===== src/hdl/brir_pkg.sv =====
// Package for the bilinear image resampler: payload types, register indexes,
// fixed widths and the per-axis position mapping. No dependencies.

package brir_pkg;

  // Field and arithmetic widths fixed by the interface.
  localparam int SIZE_W    = 9;              // source size and source coordinate
  localparam int DSIZE_W   = 13;             // destination size register
  localparam int DCOORD_W  = 12;             // destination coordinate
  localparam int FRAC_W    = 16;             // Q16 fraction
  localparam int PROD_W    = 22;             // (2d+1) * S
  localparam int QUO_W     = PROD_W + FRAC_W; // quotient bits, one divider stage each
  localparam int DIV_W     = 14;             // 2 * D
  localparam int REM_W     = 14;
  localparam int TOP_W     = 24;             // horizontal blend, Q16
  localparam int ACC_W     = 40;             // vertical blend, Q32
  localparam int CH_CNT_W  = 3;
  localparam int DST_MAX   = 4096;
  localparam int HALF_Q16  = 32768;

  // Configuration port.
  localparam int CFG_IDX_W = 3;
  localparam int CFG_W     = 13;
  localparam logic [CFG_IDX_W-1:0] CFG_SRC_WIDTH     = 3'd0;
  localparam logic [CFG_IDX_W-1:0] CFG_SRC_HEIGHT    = 3'd1;
  localparam logic [CFG_IDX_W-1:0] CFG_DST_WIDTH     = 3'd2;
  localparam logic [CFG_IDX_W-1:0] CFG_DST_HEIGHT    = 3'd3;
  localparam logic [CFG_IDX_W-1:0] CFG_CHANNEL_COUNT = 3'd4;

  // Request opcodes.
  localparam logic OP_LOAD = 1'b0;
  localparam logic OP_READ = 1'b1;

  // Credits for requests between the pixel store and the output register.
  localparam int INFL_W = 2;
  localparam logic [INFL_W-1:0] MAX_INFL = 2'd3;

  typedef struct packed {
    logic                op;
    logic [7:0]          src_col;
    logic [7:0]          src_row;
    logic [DCOORD_W-1:0] dst_col;
    logic [DCOORD_W-1:0] dst_row;
    logic [7:0]          in_chan0;
    logic [7:0]          in_chan1;
    logic [7:0]          in_chan2;
    logic [7:0]          in_chan3;
  } req_t;

  typedef struct packed {
    logic [DCOORD_W-1:0] res_col;
    logic [DCOORD_W-1:0] res_row;
    logic [7:0]          out_chan0;
    logic [7:0]          out_chan1;
    logic [7:0]          out_chan2;
    logic [7:0]          out_chan3;
  } res_t;

  // Neighbours and weight along one axis.
  typedef struct packed {
    logic [SIZE_W-1:0] n0;
    logic [SIZE_W-1:0] n1;
    logic [FRAC_W-1:0] w;
  } axis_map_t;

  // Control handed from the store sequencer to the blend pipeline.
  typedef struct packed {
    logic                load;
    logic [FRAC_W-1:0]   wx;
    logic [FRAC_W-1:0]   wy;
    logic [DCOORD_W-1:0] col;
    logic [DCOORD_W-1:0] row;
  } blend_req_t;

  // Turns the Q16 quotient into neighbours and weight, clamped to the edge.
  function automatic axis_map_t map_axis(input logic [QUO_W-1:0] q,
                                         input logic [SIZE_W-1:0] s);
    logic [QUO_W-1:0]        pos;
    logic [QUO_W-FRAC_W-1:0] ip;
    logic [SIZE_W-1:0]       last;
    axis_map_t               m;
    pos  = (q >= QUO_W'(HALF_Q16)) ? q - QUO_W'(HALF_Q16) : '0;
    ip   = pos[QUO_W-1:FRAC_W];
    last = s - 9'd1;
    m.n0 = (ip > {{(QUO_W-FRAC_W-SIZE_W){1'b0}}, last}) ? last : ip[SIZE_W-1:0];
    m.n1 = (m.n0 == last) ? last : m.n0 + 9'd1;
    m.w  = pos[FRAC_W-1:0];
    return m;
  endfunction

endpackage


===== src/hdl/brir_div_pipe.sv =====
// Pipelined restoring divider, one quotient bit per stage, for the Q16
// source position of one axis. Depends on brir_pkg.

module brir_div_pipe
  import brir_pkg::*;
(
  input  logic              clk,
  input  logic              adv,
  input  logic [PROD_W-1:0] prod,
  input  logic [DIV_W-1:0]  divisor,
  output logic [QUO_W-1:0]  quo
);

  logic [REM_W-1:0]  rem_s  [1:QUO_W];
  logic [QUO_W-1:0]  quo_s  [1:QUO_W];
  logic [PROD_W-1:0] prod_s [1:QUO_W];

  for (genvar k = 1; k <= QUO_W; k++) begin : g_stage
    logic [REM_W-1:0]  rp;
    logic [QUO_W-1:0]  qp;
    logic [PROD_W-1:0] pp;
    logic              nb;
    logic [REM_W:0]    t;
    logic              ge;

    if (k == 1) begin : g_first
      assign rp = '0;
      assign qp = '0;
      assign pp = prod;
    end else begin : g_next
      assign rp = rem_s[k-1];
      assign qp = quo_s[k-1];
      assign pp = prod_s[k-1];
    end

    // The numerator is the product shifted up by the fraction width.
    if (QUO_W - k >= FRAC_W) begin : g_bit
      assign nb = pp[QUO_W-k-FRAC_W];
    end else begin : g_zero
      assign nb = 1'b0;
    end

    assign t  = {rp, nb};
    assign ge = (t >= {1'b0, divisor});

    // Subtract where the divisor fits and shift in the quotient bit.
    always_ff @(posedge clk) begin
      if (adv) begin
        rem_s[k]  <= ge ? REM_W'(t - {1'b0, divisor}) : t[REM_W-1:0];
        quo_s[k]  <= {qp[QUO_W-2:0], ge};
        prod_s[k] <= pp;
      end
    end
  end

  assign quo = quo_s[QUO_W];

endmodule


===== config.mk =====
export PLATFORM = sky130hd
export DESIGN_NAME = brir_div_pipe
export DESIGN_NICKNAME = d
export VERILOG_FILES = /design/src/hdl/brir_pkg.sv /design/src/hdl/brir_div_pipe.sv
export SDC_FILE = /design/constraint.sdc
export NUM_CORES = 2
export LEC_CHECK = 0
export ABC_CLOCK_PERIOD_IN_PS = 9800
export BUFFER_PORTS_ARGS = -buffer_cell sky130_fd_sc_hd__buf_2
export CAP_MARGIN = 20
export CORE_ASPECT_RATIO = 0.75
export CORE_MARGIN = 4
export CORE_UTILIZATION = 44
export DETAILED_ROUTE_END_ITERATION = 8
export PLACE_DENSITY = 0.67
export SYNTH_ARGS = -nofsm -noshare
export SYNTH_HDL_FRONTEND = slang
export SYNTH_SLANG_ARGS = --single-unit

===== constraint.sdc =====
create_clock -name clk -period 9.8 [get_ports clk]
set_input_delay 1.47 -clock clk [delete_from_list [all_inputs] [get_ports clk]]
set_output_delay 1.47 -clock clk [all_outputs]
set_load 0.01 [all_outputs]

==> impl_metrics.env <==
export IMPL_drt_iter0_markers=3120
export IMPL_synthesis_area_mm2=0.07507
export IMPL_die_h_um=365.7
export IMPL_synth_net_count=5944
export IMPL_num_rows=130
export IMPL_cts_setup_buffers=0
export IMPL_crit_fanout=48
export IMPL_grt_pass1_vias=42505
export IMPL_required_ps=10330
export IMPL_path_class="in2reg"
export IMPL_fin_area_mm2=0.08340
export IMPL_slew_headroom_pct=18.98
export IMPL_synthCells=5330
export IMPL_drc=0
export IMPL_multi_input_area_mm2=0.02908
export IMPL_synthArstFlopShare_pct=0
export IMPL_clock_sinks=1490
export IMPL_areaGrowthSynthToFinish_pct=11.10
export IMPL_clock_fmax_mhz=207.1
export IMPL_post_layout_nonfiller_instances=7913
export IMPL_detail_route_antenna_nets=0
export IMPL_power_density_mw_per_mm2=323.6
export IMPL_antenna_found_initial=0
export IMPL_regArea_mm2=0.04474
export IMPL_grt_pass1_wl_mm=229.9
export IMPL_finalHoldViolCount=0
export IMPL_ys_seq_area_share_pct=59.60
export IMPL_rsz0062_at_grt="no"
export IMPL_setup_tns_ps=0
export IMPL_fillers=14385
export IMPL_avgRoutedWirePerCell_um=17.98
export IMPL_syn_area_per_cell_um2=14.08
export IMPL_start_util_pct=44.55
export IMPL_fin_skew_ps=22.80
export IMPL_grt_max_degree=181
export IMPL_finalWirelength_mm=142.3
export IMPL_layout_drive_gt1_share_pct=16.03
export IMPL_worstPathArrival_ps=5360
export IMPL_dpl_instance_area_mm2=0.07818
export IMPL_setup_viol=0
export IMPL_fin_crit_sh_pct=49.27
export IMPL_synth_cell_type_count=103
export IMPL_yosysTopAreaCell="edfxtp_1"
export IMPL_slew_viol_final=0
export IMPL_cp_start_kind="input port"
export IMPL_ys_ff_latch=1490
export IMPL_num_antenna_cells=0
export IMPL_drv_cap=0
export IMPL_cts_buffers_inserted=152
export IMPL_synth_largest_type_area_fraction_pct=59.60
export IMPL_cts_resized=0
export IMPL_dp_hpwl_mm=91.80
export IMPL_synth_edff_count=1490
export IMPL_clkTransAtPathRegs_ps=60
export IMPL_die_x_um=485.0
export IMPL_track_usage_pct=15.85
export IMPL_design_core_area_mm2=0.1685
export IMPL_yosys_warnings=0
export IMPL_io_pins=76
export IMPL_period_needed_ps=4828
export IMPL_h_tree_depth=4
export IMPL_crit_path_end_kind="flop"
export IMPL_p_leak_nw=31.09
export IMPL_first_pass_iters=5
export IMPL_post_route_util_pct=49.49
export IMPL_cts_root_buf="clkbuf_16"
export IMPL_cts_buffer_depth=3
export IMPL_ir_drop_v=0.0002259
export IMPL_final_common_cell="edfxtp_1"
export IMPL_synth_ff_type="edfxtp_1"
export IMPL_place_inst=7631
export IMPL_outcome="finished clean"
export IMPL_dr_total_vias=43660
export IMPL_clk_latency_ps=780
export IMPL_hold_buffers=0
export IMPL_port_buffers=75
export IMPL_synth_area_top_cells="edfxtp_1, ha_1, mux2_2"
export IMPL_mostFrequentLayoutCells="edfxtp_1, ha_1, mux2_2, nor2_1, a21oi_1"
export IMPL_die_area_mm2=0.1774
export IMPL_cts_tree="done"
export IMPL_hp_class="reg2reg"
export IMPL_gp_congestion=0.8627
export IMPL_nNetsFinal=6156
export IMPL_reg2reg_slack_ps=6500
export IMPL_worst_pin_slew_ps=1215
export IMPL_gr_total_overflow=0
export IMPL_vias_per_cell=5.518
-- layout make-up --
type	count	share of cell area [%]
clock buffer	176	4.745
sequential	1490	53.65
inverter	209	0.9496
timing repair buffer	116	0.9211
multi-input combinational	3573	34.86
tap	2244	3.366
clock inverter	105	1.509
-- synth_stat cells (25+ instances only) --
library cell	n
o211ai_1	28
nand2_1	188
or3_1	32
nor2_1	290
buf_6	25
a21o_1	186
nor3_1	97
mux2i_1	43
nand3_1	58
o21a_1	101
mux2_2	388
nand4_1	95
a21oi_1	279
nor2b_1	57
a211oi_1	66
o21bai_1	33
inv_1	202
xnor2_1	221
xor2_1	106
o21ai_0	184
edfxtp_1	1490
nand2b_1	41
a21boi_0	28
ha_1	540
a211o_1	26
fa_1	36
-- cells by family after synthesis --
family / Yosys count / synth area share [%]
DFF: 1490 / 59.60
AOI/OAI and AO/OA: 1244 / 11.78
and+or+nand+nor: 975 / 6.400
adders and majority gates: 576 / 9.960
muxes: 451 / 6.778
xor gates and xnor gates: 327 / 3.815
buffers and inverters: 267 / 1.667
-- flip-flops by register name (all words and copies together), names as in the netlist --
| signal | count |
|---|---|
| quo_s | 741 |
| prod_s | 231 |
| rem_s | 518 |
-- report_power, final --
part	total, W	switching, W	internal [W]
clock	0.00602	0.00251	0.00351
sequential	0.00998	0.000794	0.00919
combinational	0.0110	0.00565	0.00533
-- path summary, 6_finish.rpt --
path,depth (start not counted),startpoint,endpoint
worst max-delay path,12,divisor[0],rem_s[0][222]
worst min-delay path,0,prod_s[0][67],prod_s[0][89]
worst max register to register,11,prod_s[0][315],rem_s[0][222]
worst min register to register,0,prod_s[0][67],prod_s[0][89]
-- layer usage --
layer | part of all wire [%] | wire length, um | global-route usage, % | up-vias
li1 | - | - | - | 21227
met1 | 49 | 69890 | 23.66 | 21203
met2 | 43 | 61850 | 23.78 | 991
met3 | 5.1 | 7286 | 2.846 | 239
met4 | 2.3 | 3286 | 4.291 | 0
met5 | 0 | 0 | 0 | -
-- through the flow --
| stage | setup slack (ps) | power (W) | hold slack (ps) |
|---|---|---|---|
| after floorplan | 3080 | 0.01870 | 400.3 |
| after global placement | 4363 | 0.02064 | 400.2 |
| after detailed placement | 4181 | 0.02092 | 404.5 |
| after CTS | 5034 | 0.02715 | 396.5 |
| after global routing | 4772 | 0.02885 | 399.8 |
| final | 4972 | 0.02699 | 400.7 |
-- critical path, stage by stage --
cell and delay [ps]:
buf_2 430, buf_4 700, ha_1 270, inv_1 60, fa_1 410, a21o_1 200
a211o_1 320, a2111oi_0 690, or3_1 250, o21ai_1 90, xor2_1 150, mux2_2 260
(Power assumes the default switching activity.)
